===== src/rtl/core/fmcr_pkg.sv =====
package fmcr_pkg;

  // Motor count and the fixed number of result slots on the ports.
  localparam int MOTOR_COUNT_DEFAULT = 5;
  localparam int MAX_MOTORS          = 5;

  // Field widths.
  localparam int WIDTH_W   = 12;
  localparam int TIMEOUT_W = 16;
  localparam int IDLE_W    = 17;
  localparam int CFG_IDX_W = 1;
  localparam int CFG_DAT_W = 16;
  localparam int WORD_W    = 32;

  // Register map of the configuration port.
  localparam logic [CFG_IDX_W-1:0] REG_FULL_SCALE = 1'd0;
  localparam logic [CFG_IDX_W-1:0] REG_TIMEOUT    = 1'd1;

  // Register reset values.
  localparam logic [WIDTH_W-1:0]   FULL_SCALE_RESET = 12'd2000;
  localparam logic [TIMEOUT_W-1:0] TIMEOUT_RESET    = 16'd1000;

  // Operation codes on the input channel.
  localparam logic OP_BYTE = 1'b0;
  localparam logic OP_TICK = 1'b1;

  // Cause codes on the result channel.
  localparam logic CAUSE_FRAME = 1'b0;
  localparam logic CAUSE_STOP  = 1'b1;

  // Pending result from the parser to the conversion stage.
  typedef struct packed {
    logic valid;
    logic cause;
  } ev_ctrl_t;

endpackage


===== src/rtl/core/framed_motor_command_receiver.sv =====
// Framed motor command receiver. Each input transaction is either a received
// serial byte or a one millisecond tick. A frame is 's','t', four little-endian
// single-precision bytes per motor, then 'e','n'; a wrong marker byte drops the
// partial frame (an 's' in its place starts a new header). A complete frame
// gives one result with cause 0: each command is clamped to [-1,1], the width
// is the truncated product of its magnitude and full_scale_width, and the
// direction is set for strictly positive commands; NaN gives width 0. A tick
// after a frame clears the frame mark and the tick count; otherwise it
// counts, and once the count passes timeout_ticks a stop result with cause 1
// and all zeros is sent. The block takes one transaction per clock cycle while
// item stall is low. A transaction that completes a result is registered in
// the parser's event register, which holds the command words, and then passes
// through the parallel multiply-and-shift converters into the output register.
// Item stall rises only when both the event register and the output register
// hold results and the output is stalled. The configuration port is always
// ready; register 0 is full_scale_width and register 1 is timeout_ticks.
module framed_motor_command_receiver #(
  parameter int MOTOR_COUNT = fmcr_pkg::MOTOR_COUNT_DEFAULT
) (
  input  logic                               clk,
  input  logic                               rst,
  input  logic                               item_valid,
  output logic                               item_stall,
  input  logic                               operation,
  input  logic [7:0]                         rx_byte,
  output logic                               result_valid,
  input  logic                               result_stall,
  output logic                               cause,
  output logic [fmcr_pkg::WIDTH_W-1:0]       width_one,
  output logic [fmcr_pkg::WIDTH_W-1:0]       width_two,
  output logic [fmcr_pkg::WIDTH_W-1:0]       width_three,
  output logic [fmcr_pkg::WIDTH_W-1:0]       width_four,
  output logic [fmcr_pkg::WIDTH_W-1:0]       width_five,
  output logic                               dir_one,
  output logic                               dir_two,
  output logic                               dir_three,
  output logic                               dir_four,
  output logic                               dir_five,
  input  logic                               cfg_valid,
  output logic                               cfg_ready,
  input  logic [fmcr_pkg::CFG_IDX_W-1:0]     cfg_index,
  input  logic [fmcr_pkg::CFG_DAT_W-1:0]     cfg_data
);

  localparam int MAXM = fmcr_pkg::MAX_MOTORS;

  logic [fmcr_pkg::WIDTH_W-1:0]   full_scale_width;
  logic [fmcr_pkg::TIMEOUT_W-1:0] timeout_ticks;

  fmcr_pkg::ev_ctrl_t                              ev;
  logic [MOTOR_COUNT-1:0][fmcr_pkg::WORD_W-1:0]    ev_words;

  logic out_advance;
  logic ev_advance;
  logic accept;

  logic [MAXM-1:0][fmcr_pkg::WIDTH_W-1:0] conv_width;
  logic [MAXM-1:0]                        conv_dir;
  logic [MAXM-1:0][fmcr_pkg::WIDTH_W-1:0] result_width;
  logic [MAXM-1:0]                        result_dir;

  // The output register takes a new result whenever it is empty or being
  // drained; the event register moves forward when it is empty or the output
  // register takes its content. Input transactions only wait for the latter.
  assign out_advance = !result_valid || !result_stall;
  assign ev_advance  = !ev.valid || out_advance;
  assign item_stall  = !ev_advance;
  assign accept      = item_valid && ev_advance;

  // Configuration registers. Writes are only expected while the block idles.
  assign cfg_ready = 1'b1;

  always_ff @(posedge clk) begin
    if (rst) begin
      full_scale_width <= fmcr_pkg::FULL_SCALE_RESET;
      timeout_ticks    <= fmcr_pkg::TIMEOUT_RESET;
    end else if (cfg_valid && cfg_ready) begin
      unique case (cfg_index)
        fmcr_pkg::REG_FULL_SCALE: full_scale_width <= cfg_data[fmcr_pkg::WIDTH_W-1:0];
        fmcr_pkg::REG_TIMEOUT:    timeout_ticks    <= cfg_data[fmcr_pkg::TIMEOUT_W-1:0];
        default: ;
      endcase
    end
  end

  fmcr_parser #(
    .MOTOR_COUNT(MOTOR_COUNT)
  ) u_parser (
    .clk          (clk),
    .rst          (rst),
    .accept       (accept),
    .advance      (ev_advance),
    .operation    (operation),
    .rx_byte      (rx_byte),
    .timeout_ticks(timeout_ticks),
    .ev           (ev),
    .ev_words     (ev_words)
  );

  // One converter per configured motor; unused result slots read as zero.
  for (genvar k = 0; k < MAXM; k++) begin : g_motor
    if (k < MOTOR_COUNT) begin : g_used
      fmcr_convert u_convert (
        .word (ev_words[k]),
        .scale(full_scale_width),
        .width(conv_width[k]),
        .dir  (conv_dir[k])
      );
    end else begin : g_unused
      assign conv_width[k] = '0;
      assign conv_dir[k]   = 1'b0;
    end
  end

  always_ff @(posedge clk) begin
    if (rst) begin
      result_valid <= 1'b0;
    end else if (out_advance) begin
      result_valid <= ev.valid;
    end
  end

  // A stop result carries all zero widths and directions.
  always_ff @(posedge clk) begin
    if (out_advance && ev.valid) begin
      cause <= ev.cause;
      if (ev.cause == fmcr_pkg::CAUSE_STOP) begin
        result_width <= '0;
        result_dir   <= '0;
      end else begin
        result_width <= conv_width;
        result_dir   <= conv_dir;
      end
    end
  end

  assign width_one   = result_width[0];
  assign width_two   = result_width[1];
  assign width_three = result_width[2];
  assign width_four  = result_width[3];
  assign width_five  = result_width[4];
  assign dir_one     = result_dir[0];
  assign dir_two     = result_dir[1];
  assign dir_three   = result_dir[2];
  assign dir_four    = result_dir[3];
  assign dir_five    = result_dir[4];

endmodule


===== src/rtl/core/fmcr_convert.sv =====
// Converts one single-precision command into a pulse width and a direction.
module fmcr_convert (
  input  logic [fmcr_pkg::WORD_W-1:0]  word,
  input  logic [fmcr_pkg::WIDTH_W-1:0] scale,
  output logic [fmcr_pkg::WIDTH_W-1:0] width,
  output logic                         dir
);

  logic        sign;
  logic [7:0]  ex;
  logic [22:0] man;
  logic        is_nan;
  logic [23:0] sig;
  logic [35:0] prod;
  logic [3:0]  shamt;

  assign sign   = word[31];
  assign ex     = word[30:23];
  assign man    = word[22:0];
  assign is_nan = (&ex) && (|man);
  assign sig    = {|ex, man};
  assign prod   = 36'(sig) * 36'(scale);
  // Only exponents 115 to 126 leave a nonzero fraction of the scale.
  assign shamt  = 4'(8'd126 - ex);

  always_comb begin
    dir = !sign && ((|ex) || (|man)) && !is_nan;
    if (is_nan) begin
      width = '0;
    end else if (ex >= 8'd127) begin
      width = scale;
    end else if (ex >= 8'd115) begin
      width = fmcr_pkg::WIDTH_W'(prod >> (6'd24 + 6'(shamt)));
    end else begin
      width = '0;
    end
  end

endmodule


===== src/rtl/core/fmcr_parser.sv =====
// Frame parser and watchdog. Registers one pending result per completed frame or timeout.
module fmcr_parser #(
  parameter int MOTOR_COUNT = fmcr_pkg::MOTOR_COUNT_DEFAULT
) (
  input  logic                                     clk,
  input  logic                                     rst,
  input  logic                                     accept,
  input  logic                                     advance,
  input  logic                                     operation,
  input  logic [7:0]                               rx_byte,
  input  logic [fmcr_pkg::TIMEOUT_W-1:0]           timeout_ticks,
  output fmcr_pkg::ev_ctrl_t                       ev,
  output logic [MOTOR_COUNT-1:0][fmcr_pkg::WORD_W-1:0] ev_words
);

  localparam int PAYLOAD_BYTES = MOTOR_COUNT * 4;
  localparam int IDX_W         = $clog2(PAYLOAD_BYTES);

  localparam logic [2:0] PH_WAIT_S  = 3'd0;
  localparam logic [2:0] PH_WAIT_T  = 3'd1;
  localparam logic [2:0] PH_PAYLOAD = 3'd2;
  localparam logic [2:0] PH_WAIT_E  = 3'd3;
  localparam logic [2:0] PH_WAIT_N  = 3'd4;

  localparam logic [7:0] CHAR_S = 8'h73;
  localparam logic [7:0] CHAR_T = 8'h74;
  localparam logic [7:0] CHAR_E = 8'h65;
  localparam logic [7:0] CHAR_N = 8'h6e;

  logic [2:0]                        phase;
  logic [2:0]                        phase_next;
  logic [IDX_W-1:0]                  byte_index;
  logic [IDX_W-1:0]                  byte_index_next;
  logic                              frame_seen;
  logic                              frame_seen_next;
  logic [fmcr_pkg::IDLE_W-1:0]       idle_ticks;
  logic [fmcr_pkg::IDLE_W-1:0]       idle_ticks_next;
  logic [fmcr_pkg::IDLE_W-1:0]       idle_inc;
  logic [PAYLOAD_BYTES-1:0][7:0]     payload_store;
  logic                              store_we;
  logic                              fire;
  logic                              fire_cause;
  logic                              ev_valid;
  logic                              ev_cause;
  logic [MOTOR_COUNT-1:0][fmcr_pkg::WORD_W-1:0] words;

  assign idle_inc = idle_ticks + fmcr_pkg::IDLE_W'(1);

  always_comb begin
    phase_next      = phase;
    byte_index_next = byte_index;
    frame_seen_next = frame_seen;
    idle_ticks_next = idle_ticks;
    store_we        = 1'b0;
    fire            = 1'b0;
    fire_cause      = fmcr_pkg::CAUSE_FRAME;
    if (operation == fmcr_pkg::OP_TICK) begin
      if (frame_seen) begin
        frame_seen_next = 1'b0;
        idle_ticks_next = '0;
      end else if (idle_inc > fmcr_pkg::IDLE_W'(timeout_ticks)) begin
        idle_ticks_next = '0;
        fire            = 1'b1;
        fire_cause      = fmcr_pkg::CAUSE_STOP;
      end else begin
        idle_ticks_next = idle_inc;
      end
    end else begin
      unique case (phase)
        PH_WAIT_S: begin
          if (rx_byte == CHAR_S) begin
            phase_next = PH_WAIT_T;
          end
          byte_index_next = '0;
        end
        PH_WAIT_T: begin
          if (rx_byte == CHAR_T) begin
            phase_next = PH_PAYLOAD;
          end else begin
            phase_next = (rx_byte == CHAR_S) ? PH_WAIT_T : PH_WAIT_S;
          end
          byte_index_next = '0;
        end
        PH_PAYLOAD: begin
          store_we = 1'b1;
          if (byte_index == IDX_W'(PAYLOAD_BYTES - 1)) begin
            phase_next      = PH_WAIT_E;
            byte_index_next = '0;
          end else begin
            byte_index_next = byte_index + IDX_W'(1);
          end
        end
        PH_WAIT_E: begin
          if (rx_byte == CHAR_E) begin
            phase_next = PH_WAIT_N;
          end else begin
            phase_next = (rx_byte == CHAR_S) ? PH_WAIT_T : PH_WAIT_S;
          end
          byte_index_next = '0;
        end
        PH_WAIT_N: begin
          if (rx_byte == CHAR_N) begin
            phase_next      = PH_WAIT_S;
            frame_seen_next = 1'b1;
            fire            = 1'b1;
          end else begin
            phase_next = (rx_byte == CHAR_S) ? PH_WAIT_T : PH_WAIT_S;
          end
          byte_index_next = '0;
        end
        default: begin
          phase_next      = PH_WAIT_S;
          byte_index_next = '0;
        end
      endcase
    end
  end

  always_ff @(posedge clk) begin
    if (rst) begin
      phase      <= PH_WAIT_S;
      byte_index <= '0;
      frame_seen <= 1'b0;
      idle_ticks <= '0;
    end else if (accept) begin
      phase      <= phase_next;
      byte_index <= byte_index_next;
      frame_seen <= frame_seen_next;
      idle_ticks <= idle_ticks_next;
    end
  end

  always_ff @(posedge clk) begin
    if (accept && store_we) begin
      payload_store[byte_index] <= rx_byte;
    end
  end

  // Little-endian assembly of each command word.
  for (genvar k = 0; k < MOTOR_COUNT; k++) begin : g_word
    assign words[k] = {payload_store[4*k+3], payload_store[4*k+2],
                       payload_store[4*k+1], payload_store[4*k]};
  end

  always_ff @(posedge clk) begin
    if (rst) begin
      ev_valid <= 1'b0;
    end else if (advance) begin
      ev_valid <= accept && fire;
    end
  end

  always_ff @(posedge clk) begin
    if (advance && accept && fire) begin
      ev_cause <= fire_cause;
      ev_words <= words;
    end
  end

  assign ev = '{valid: ev_valid, cause: ev_cause};

endmodule

===== config.mk =====
export PLATFORM = sky130hd
export DESIGN_NAME = framed_motor_command_receiver
export DESIGN_NICKNAME = d
export VERILOG_FILES = /design/src/rtl/core/fmcr_pkg.sv /design/src/rtl/core/framed_motor_command_receiver.sv /design/src/rtl/core/fmcr_convert.sv /design/src/rtl/core/fmcr_parser.sv
export SDC_FILE = /design/constraint.sdc
export NUM_CORES = 2
export LEC_CHECK = 0
export ABC_AREA = 0
export BUFFER_PORTS_ARGS = -buffer_cell sky130_fd_sc_hd__clkbuf_2
export CELL_PAD_IN_SITES_DETAIL_PLACEMENT = 2
export CELL_PAD_IN_SITES_GLOBAL_PLACEMENT = 2
export CORE_MARGIN = 10
export CORE_UTILIZATION = 41
export DETAILED_ROUTE_END_ITERATION = 8
export PLACE_DENSITY_LB_ADDON = 0.1
export SYNTH_ARGS = -nofsm -noshare
export SYNTH_HDL_FRONTEND = slang
export SYNTH_SLANG_ARGS = --single-unit

===== constraint.sdc =====
create_clock -name clk -period 11.1 [get_ports clk]
set_input_delay 0 -clock clk [delete_from_list [all_inputs] [get_ports clk]]
set_output_delay 0 -clock clk [all_outputs]
set_load 0.01 [all_outputs]

; Yosys cells after proc, flatten, opt, wreduce, memory -nomap -nowiden
; Cells that the tools add are included.
[totals]
register_bits = 443
word_cells = 195
[classes]
addsub = 12
shifts = 5
n_bitwise = 2
mul = 5
n_reduce_logical = 72
magnitude_cmp = 13
eq_ne = 11
muxes = 34
[ops]
columns = op, count
row1 = $mul 24x12->36, 5
row2 = $shr 36x6->12, 5
row3 = $bwmux 160, 1
row4 = $mux 12, 10
row5 = $reduce_or 23->1, 5
row6 = $ge 8x7->1 const B, 10
row7 = $demux 8 s5, 1
row8 = $reduce_and 8->1, 5
row9 = $reduce_or 8->1, 5
row10 = $mux 17, 2
row11 = $eq 8x7->1 const B, 4
row12 = $add 5x4->6 const A, 5
row13 = $logic_and 1x1->1, 22
row14 = $sub 4x4->4 const A, 5
row15 = $add 17x1->17 const B, 1
row16 = $gt 17x16->1, 1
row17 = $mux 3, 5
row18 = $pmux 3 s5, 1
row19 = $logic_not 1->1, 14
row20 = $mux 1, 11
row21 = $mux 5, 2
row22 = $reduce_or 2->1, 5
row23 = $mux 8, 1
row24 = $reduce_and 2->1, 4
row25 = other kinds (14), 24

; Longest topological paths before layout
[depth]
ltp_word = 6
depth_mapped = 27
mapped_depth_nobuf = 24

; Hierarchy
; From an unflattened synthesis, not the netlist that was laid out.
[unflattened]
hier_cells = 6769
area_unflattened_um2 = 63667.3
[modules_own_cells]
columns = module, n_inst, area_each_um2, seq_area_each_um2, cells_each
row1 = fmcr_convert (g_motor[2].g_used.u_convert ...), 2, 9654.3, 0.0, 1163
row2 = fmcr_parser, 1, 11673.7, 10179.8, 596
row3 = fmcr_convert (g_motor[4].g_used.u_convert), 1, 9793.1, 0.0, 1201
row4 = fmcr_convert (g_motor[1].g_used.u_convert), 1, 9683.0, 0.0, 1216
row5 = fmcr_convert (g_motor[0].g_used.u_convert), 1, 9549.2, 0.0, 1167
row6 = framed_motor_command_receiver, 1, 3659.8, 2562.5, 263

; Worst setup path before layout
; Ideal clock, no wire load.
[synth_path]
kind = flip-flop to flip-flop
from = reg u_parser.idle_ticks[0] (netlist bit)
to = reg u_parser.ev_cause, enable pin
slack_ps = 838
setup_time_ps = 688
stages_incl_launch_ff = 15
n_path_buf = 0
synth_period_minus_slack_ps = 10262
arrival_time_ps = 9575
cell_sequence = dfxtp_1 -> ha_1 -> nand3_1 -> nor3_1 -> nand3_1 -> nor2_1 -> xor2_1 -> ha_1 -> and4_1 -> nand4_1 -> a211o_1 -> a21oi_1 -> and3_1 -> nor2_1 -> nor2_1
[synth_between]
elab_chain_cells = 6
[synth_rtl]
columns = element, line
row1 = start: declaration, fmcr_parser.sv:36  ; logic [fmcr_pkg::IDLE_W-1:0] idle_ticks;
row2 = start signal: assignment, fmcr_parser.sv:129  ; idle_ticks <= idle_ticks_next;
row3 = $add 17x1->17, fmcr_parser.sv:47  ; assign idle_inc = idle_ticks + fmcr_pkg::IDLE_W'(1);
row4 = $gt 17x16->1, fmcr_parser.sv:61  ; end else if (idle_inc > fmcr_pkg::IDLE_W'(timeout_ticks)) begin
row5 = $mux 1, fmcr_parser.sv:61
row6 = $mux 1, -
row7 = $mux 1, fmcr_parser.sv:57  ; if (operation == fmcr_pkg::OP_TICK) begin
row8 = $logic_and 1x1->1, fmcr_parser.sv:154  ; if (advance && accept && fire) begin
row9 = end signal: assignment, fmcr_parser.sv:155  ; ev_cause <= fire_cause;
row10 = end: declaration, fmcr_parser.sv:44  ; logic ev_cause;
; Every way passes these cells.
; A chain may end at the register's enable or synchronous reset.

; Worst setup path after layout
[layout_path]
from = reg full_scale_width[4] (netlist bit)
to = reg result_width (netlist bit width_two[1]), data pin
[layout_between]
elab_chain_cells = 4
[layout_rtl]
columns = element, line
row1 = start: declaration, framed_motor_command_receiver.sv:47  ; logic [fmcr_pkg::WIDTH_W-1:0] full_scale_width;
row2 = start signal: assignment, framed_motor_command_receiver.sv:75  ; full_scale_width <= fmcr_pkg::FULL_SCALE_RESET;
row3 = start signal: assignment, framed_motor_command_receiver.sv:79  ; fmcr_pkg::REG_FULL_SCALE: full_scale_width <= cfg_data[fmcr_pkg::WIDTH_W-1:0];
row4 = $mul 24x12->36, fmcr_convert.sv:22  ; assign prod = 36'(sig) * 36'(scale);
row5 = $shr 36x6->12, fmcr_convert.sv:33  ; width = fmcr_pkg::WIDTH_W'(prod >> (6'd24 + 6'(shamt)));
row6 = $mux 12, fmcr_convert.sv:32  ; end else if (ex >= 8'd115) begin
row7 = $mux 12, fmcr_convert.sv:30  ; end else if (ex >= 8'd127) begin
row8 = end signal: assignment, framed_motor_command_receiver.sv:131  ; result_width <= conv_width;
row9 = end: declaration, framed_motor_command_receiver.sv:59  ; logic [MAXM-1:0][fmcr_pkg::WIDTH_W-1:0] result_width;
; Every way passes these cells.

==> impl_results.rst <==
.. list-table::
   :header-rows: 1

   * - Metric
     - Value
   * - Count of cell instances traversed by the critical path
     - 21
   * - Endpoints failing setup
     - 0
   * - RR Startpoint
     - full_scale_width[4]$_SDFFE_PP1P_
   * - Slowest cell delay on critical path
     - 840 ps
   * - Net count after synthesis
     - 8093
   * - Mean area per synthesized cell
     - 9.41 um2
   * - Result of the run
     - completed
   * - Beginning of the worst hold path
     - rx_byte[1]
   * - Final Max Tran Viols
     - 0
   * - Final hold violations
     - 0
   * - Worst slew margin
     - 0.140
   * - Slowest stage cell on the critical path
     - sky130_fd_sc_hd__dfxtp_4
   * - Layout Area Growth over Synthesis
     - 7.11%
   * - Final routed wire length divided by cell count
     - roughly 25 um
   * - Capture point of the worst path
     - width_two[1]$_SDFFCE_PP0P_
   * - Fin area
     - ~0.066 mm2
   * - Static leakage
     - slightly above 0.03 uW
   * - Initial antenna violation count
     - 14
   * - Overall track demand over capacity in global routing
     - 0.255
   * - Power density normalized to cell area
     - 179 mW/mm2
   * - Number of core rows
     - 142
   * - Detailed-routed wire length on met2
     - 106000 um
   * - Max-cap violations
     - 0
   * - Critical Path Source Type
     - flop
   * - Clock root buffer master
     - sky130_fd_sc_hd__clkbuf_16
   * - Cells on Worst Hold Path
     - 2
   * - Count of warnings emitted by yosys
     - 0
   * - Routed via count divided by cell count
     - 5.50
   * - Routed wire length on met3
     - a little under 10000 um
   * - Number of global-route vias before repair
     - 55400
   * - Placer congestion estimate
     - 0.828
   * - Cell repeated most along the worst path
     - sky130_fd_sc_hd__fa_1
   * - Vias after detailed routing
     - ~47000
   * - Final period demand of the worst path
     - 8090 ps
   * - Post-synth EDFFs
     - 387
   * - Number of cells upsized or downsized after cts
     - 0
   * - Flop and latch count out of synthesis
     - around 440
   * - Wire length on met1
     - 89300 um
   * - Detailed router's first-iteration violation count
     - approximately 2800
   * - Largest net degree at the start of global routing
     - 101
   * - Residual overflow from global routing
     - 0
   * - Tcrit/Tclk final
     - 0.729
   * - Number of fill cells
     - 16200
   * - Flip-flop cell with the highest count after synthesis
     - sky130_fd_sc_hd__edfxtp_1
   * - Area of the die
     - 0.167 mm2
   * - Highest signal layer in the routed design
     - met5
   * - Core footprint
     - 0.150 mm2
   * - Initial Util
     - 0.413
   * - Initial DRT Pass Iterations
     - 7
   * - Area used by multi-input combinational logic
     - around 0.043 mm2
   * - Setup repair after global routing missed its margin
     - no
   * - Count of cells along the worst register-to-register path
     - 21
   * - Max IR drop VDD
     - 0.147 mV
   * - Critical-path cell list
     - buf_4 -> nand2_1 -> fa_1 -> fa_1 -> inv_1 -> fa_1 -> fa_1 -> inv_1 -> fa_1 -> inv_1 -> ha_1 -> a21oi_1 -> o21ai_1 -> a311oi_2 -> a21oi_1 -> or3_4 -> a311o_1 -> mux2_2 -> mux2_2 -> nand2b_1 -> a311oi_1
   * - Area of the mapped netlist
     - 0.0619 mm2
   * - Post-route DRC
     - 0
   * - Die height
     - 409 um
   * - Launch point of the critical path
     - full_scale_width[4]$_SDFFE_PP1P_
   * - TritonCTS clock tree
     - yes
   * - Flip-flop and latch area
     - approximately 0.013 mm2
   * - Placed cell area
     - between 0.06 and 0.07 mm2
   * - Mapped Cells
     - 6581
   * - Max Freq
     - 124 MHz
   * - Layout Utilization
     - 0.442
   * - Fin Clk Skew
     - 35.4 ps
   * - Critical path arrival
     - 8490 ps
   * - Clk pin slew, worst setup/hold paths
     - ~60 ps
   * - Antenna Nets Post-Route
     - 0
   * - Number of distinct library cell variants in the gate-level netlist after synthesis
     - 96
   * - Critical path buffers and inverters
     - 4
   * - Worst EP required
     - 11500 ps
   * - Largest delay share family, worst path
     - adder cells
   * - Layout Nets
     - 7972
   * - Worst Setup End Kind
     - flop
   * - CTS buffer count
     - 55
   * - Worst-case clock buffer depth
     - 3
   * - Post-route setup TNS
     - 0 ps
   * - Insertion delay of the later-clocked pin in the worst-skew pair
     - roughly 670 ps
   * - Port Buffers
     - 98
   * - Count of clock tree sinks
     - about 440
   * - Path class of the lowest-slack min-delay path
     - primary input to flop
   * - Global-route wire length before repair
     - roughly 330000 um
   * - Worst-path fanout max
     - 38
   * - Endpoint of the worst-slack reg-to-reg timing path
     - width_two[1]$_SDFFCE_PP0P_
   * - Sequential-to-total area share from yosys stat
     - 0.206
   * - Actual slew at the worst max-slew pin
     - 1290 ps
   * - Setup Crit Path Kind
     - flop to flop
   * - Die W
     - just over 400 um
   * - Number of placed I/O pins
     - 100
   * - Half-perimeter wire length after placement
     - 156000 um
   * - H-Tree Depth
     - 2
   * - Async SR Flop Fraction
     - 0
   * - Layout cells sized above 1
     - 0.0476
   * - Worst reg2reg setup slack
     - 3010 ps
   * - Wirelength, routed
     - 212000 um
==> logic make-up after synthesis <==
group | after synthesis | share of synthesized area
buf+inv | 1630 | 0.0990
compound gates | 643 | 0.0711
xor+xnor | 89 | 0.0127
fa+ha+maj | 1481 | 0.432
flops | 443 | 0.206
simple gates | 2231 | 0.167
mux | 63 | 0.0118
other cells | 1 | 0.0000606
==> Yosys cell counts, types with 14 or more instances <==
master | n | area share
sky130_fd_sc_hd__nand2_1 | 1267 | 0.077
sky130_fd_sc_hd__inv_1 | 1264 | 0.077
sky130_fd_sc_hd__fa_1 | 1095 | 0.35
sky130_fd_sc_hd__and2_1 | 396 | 0.040
sky130_fd_sc_hd__edfxtp_1 | 387 | 0.19
sky130_fd_sc_hd__ha_1 | 386 | 0.078
sky130_fd_sc_hd__clkbuf_1 | 344 | 0.021
sky130_fd_sc_hd__a21oi_1 | 186 | 0.015
sky130_fd_sc_hd__nor2_1 | 165 | 0.010
sky130_fd_sc_hd__nand3_1 | 91 | 0.0074
sky130_fd_sc_hd__o21ai_0 | 78 | 0.0063
sky130_fd_sc_hd__a21o_1 | 73 | 0.0089
sky130_fd_sc_hd__nor3_1 | 66 | 0.0053
sky130_fd_sc_hd__dfxtp_1 | 56 | 0.018
sky130_fd_sc_hd__xnor2_1 | 48 | 0.0068
sky130_fd_sc_hd__nor4_1 | 42 | 0.0042
sky130_fd_sc_hd__xor2_1 | 40 | 0.0057
sky130_fd_sc_hd__nand4_1 | 38 | 0.0038
sky130_fd_sc_hd__mux2i_1 | 36 | 0.0058
sky130_fd_sc_hd__a211oi_1 | 32 | 0.0039
sky130_fd_sc_hd__and3_1 | 27 | 0.0027
sky130_fd_sc_hd__o211ai_1 | 24 | 0.0029
sky130_fd_sc_hd__and4_1 | 22 | 0.0031
sky130_fd_sc_hd__mux2_2 | 21 | 0.0038
sky130_fd_sc_hd__a31oi_1 | 19 | 0.0019
sky130_fd_sc_hd__o21a_1 | 19 | 0.0023
sky130_fd_sc_hd__buf_1 | 18 | 0.0011
sky130_fd_sc_hd__nor2b_1 | 17 | 0.0017
sky130_fd_sc_hd__a32oi_1 | 14 | 0.0020
sky130_fd_sc_hd__nand2b_1 | 14 | 0.0014
==> final cells by class <==
class | count | area share
diodes | 4 | 0.000151
clock buffers | 62 | 0.0215
repair buffers | 187 | 0.0203
clock inverters | 41 | 0.00628
flip-flops and latches | 443 | 0.193
multi-input cells | 4508 | 0.649
inverters | 1265 | 0.0716
well taps | 2016 | 0.0380
==> metrics by stage <==
stage	std cells	setup WS, ps	hold WS (ps)	power (uW)
floorplan	6581	838	69.1	7580
global placement	8375	3220	227	9700
detailed placement	8375	3140	234	9950
CTS	8522	3060	110	12000
global route	8524	2600	139	13100
finish	8526	3010	150	11900
==> placed cells by master (no fill, tap or decap), types with 44 or more instances in the layout <==
cell and count:
sky130_fd_sc_hd__clkbuf_2 98, sky130_fd_sc_hd__nor3_1 66, sky130_fd_sc_hd__ha_1 386, sky130_fd_sc_hd__inv_1 1264
sky130_fd_sc_hd__nor2_1 164, sky130_fd_sc_hd__dfxtp_1 44, sky130_fd_sc_hd__nand3_1 91, sky130_fd_sc_hd__nand2_1 1267
sky130_fd_sc_hd__a21o_1 73, sky130_fd_sc_hd__xnor2_1 48, sky130_fd_sc_hd__a21oi_1 186, sky130_fd_sc_hd__and2_1 396
sky130_fd_sc_hd__fa_1 1095, sky130_fd_sc_hd__o21ai_0 78, sky130_fd_sc_hd__dlygate4sd3_1 44, sky130_fd_sc_hd__edfxtp_1 387
sky130_fd_sc_hd__clkbuf_16 56
==> sequential cells by signal, summed over array words and instances (netlist names) <==
| name | cells |
|---|---|
| u_parser.idle_ticks | 17 |
| cause | 1 |
| u_parser.frame_seen | 1 |
| u_parser.ev_cause | 1 |
| u_parser.ev_valid | 1 |
| timeout_ticks | 16 |
| u_parser.ev_words | 160 |
| result_valid | 1 |
| u_parser.byte_index | 5 |
| width_two | 12 |
| u_parser.phase | 3 |
| width_five | 12 |
| width_three | 12 |
| full_scale_width | 12 |
| result_dir | 5 |
| u_parser.payload_store | 160 |
| width_one | 12 |
| width_four | 12 |
==> where the power goes <==
| part | internal [uW] | switching [uW] | total [uW] | leakage [uW] |
|---|---|---|---|---|
| Sequential | 1800 | 41.3 | 1840 | 0.00390 |
| Combinational | 3150 | 4980 | 8130 | 0.0256 |
| Clock | 1070 | 835 | 1910 | 0.000902 |
| Total | 6030 | 5850 | 11900 | 0.0304 |
==> layer usage <==
| metal | vias up | global-route usage |
|---|---|---|
| li1 | 20400 | - |
| met1 | 25200 | 0.327 |
| met2 | 1021 | 0.450 |
| met3 | 279 | 0.0342 |
| met4 | 6 | 0.0712 |
| met5 | - | 0 |
==> worst min path at each step <==
| stage | slack [ps] | end |
|---|---|---|
| 3_5_place_dp | 230 | timeout_ticks[13]$_SDFFE_PP0P_ |
| 3_3_place_gp | 230 | timeout_ticks[15]$_SDFFE_PP0P_ |
| 2_1_floorplan | 70 | timeout_ticks[0]$_SDFFE_PP0P_ |
| 5_1_grt | 140 | u_parser.payload_store[49]$_DFFE_PP_ |
| 4_1_cts | 110 | timeout_ticks[9]$_SDFFE_PP1P_ |
| 6_report | 150 | u_parser.payload_store[49]$_DFFE_PP_ |
==> worst register-to-register path, stage by stage (launching register included) <==
cell and delay, ps:
sky130_fd_sc_hd__dfxtp_4 840, sky130_fd_sc_hd__buf_4 580, sky130_fd_sc_hd__nand2_1 170, sky130_fd_sc_hd__fa_1 530
sky130_fd_sc_hd__fa_1 520, sky130_fd_sc_hd__inv_1 60, sky130_fd_sc_hd__fa_1 520, sky130_fd_sc_hd__fa_1 510
sky130_fd_sc_hd__inv_1 60, sky130_fd_sc_hd__fa_1 510, sky130_fd_sc_hd__inv_1 60, sky130_fd_sc_hd__ha_1 360
sky130_fd_sc_hd__a21oi_1 200, sky130_fd_sc_hd__o21ai_1 110, sky130_fd_sc_hd__a311oi_2 610, sky130_fd_sc_hd__a21oi_1 200
sky130_fd_sc_hd__or3_4 420, sky130_fd_sc_hd__a311o_1 410, sky130_fd_sc_hd__mux2_2 290, sky130_fd_sc_hd__mux2_2 270
sky130_fd_sc_hd__nand2b_1 140, sky130_fd_sc_hd__a311oi_1 480
==> repair_timing <==
item                                   4_1_cts  5_1_grt
buffers inserted                             0        0
endpoints found under the hold margin      120        0
hold buffers                                44        0
Note: power is estimated with default switching activity, not from simulation.
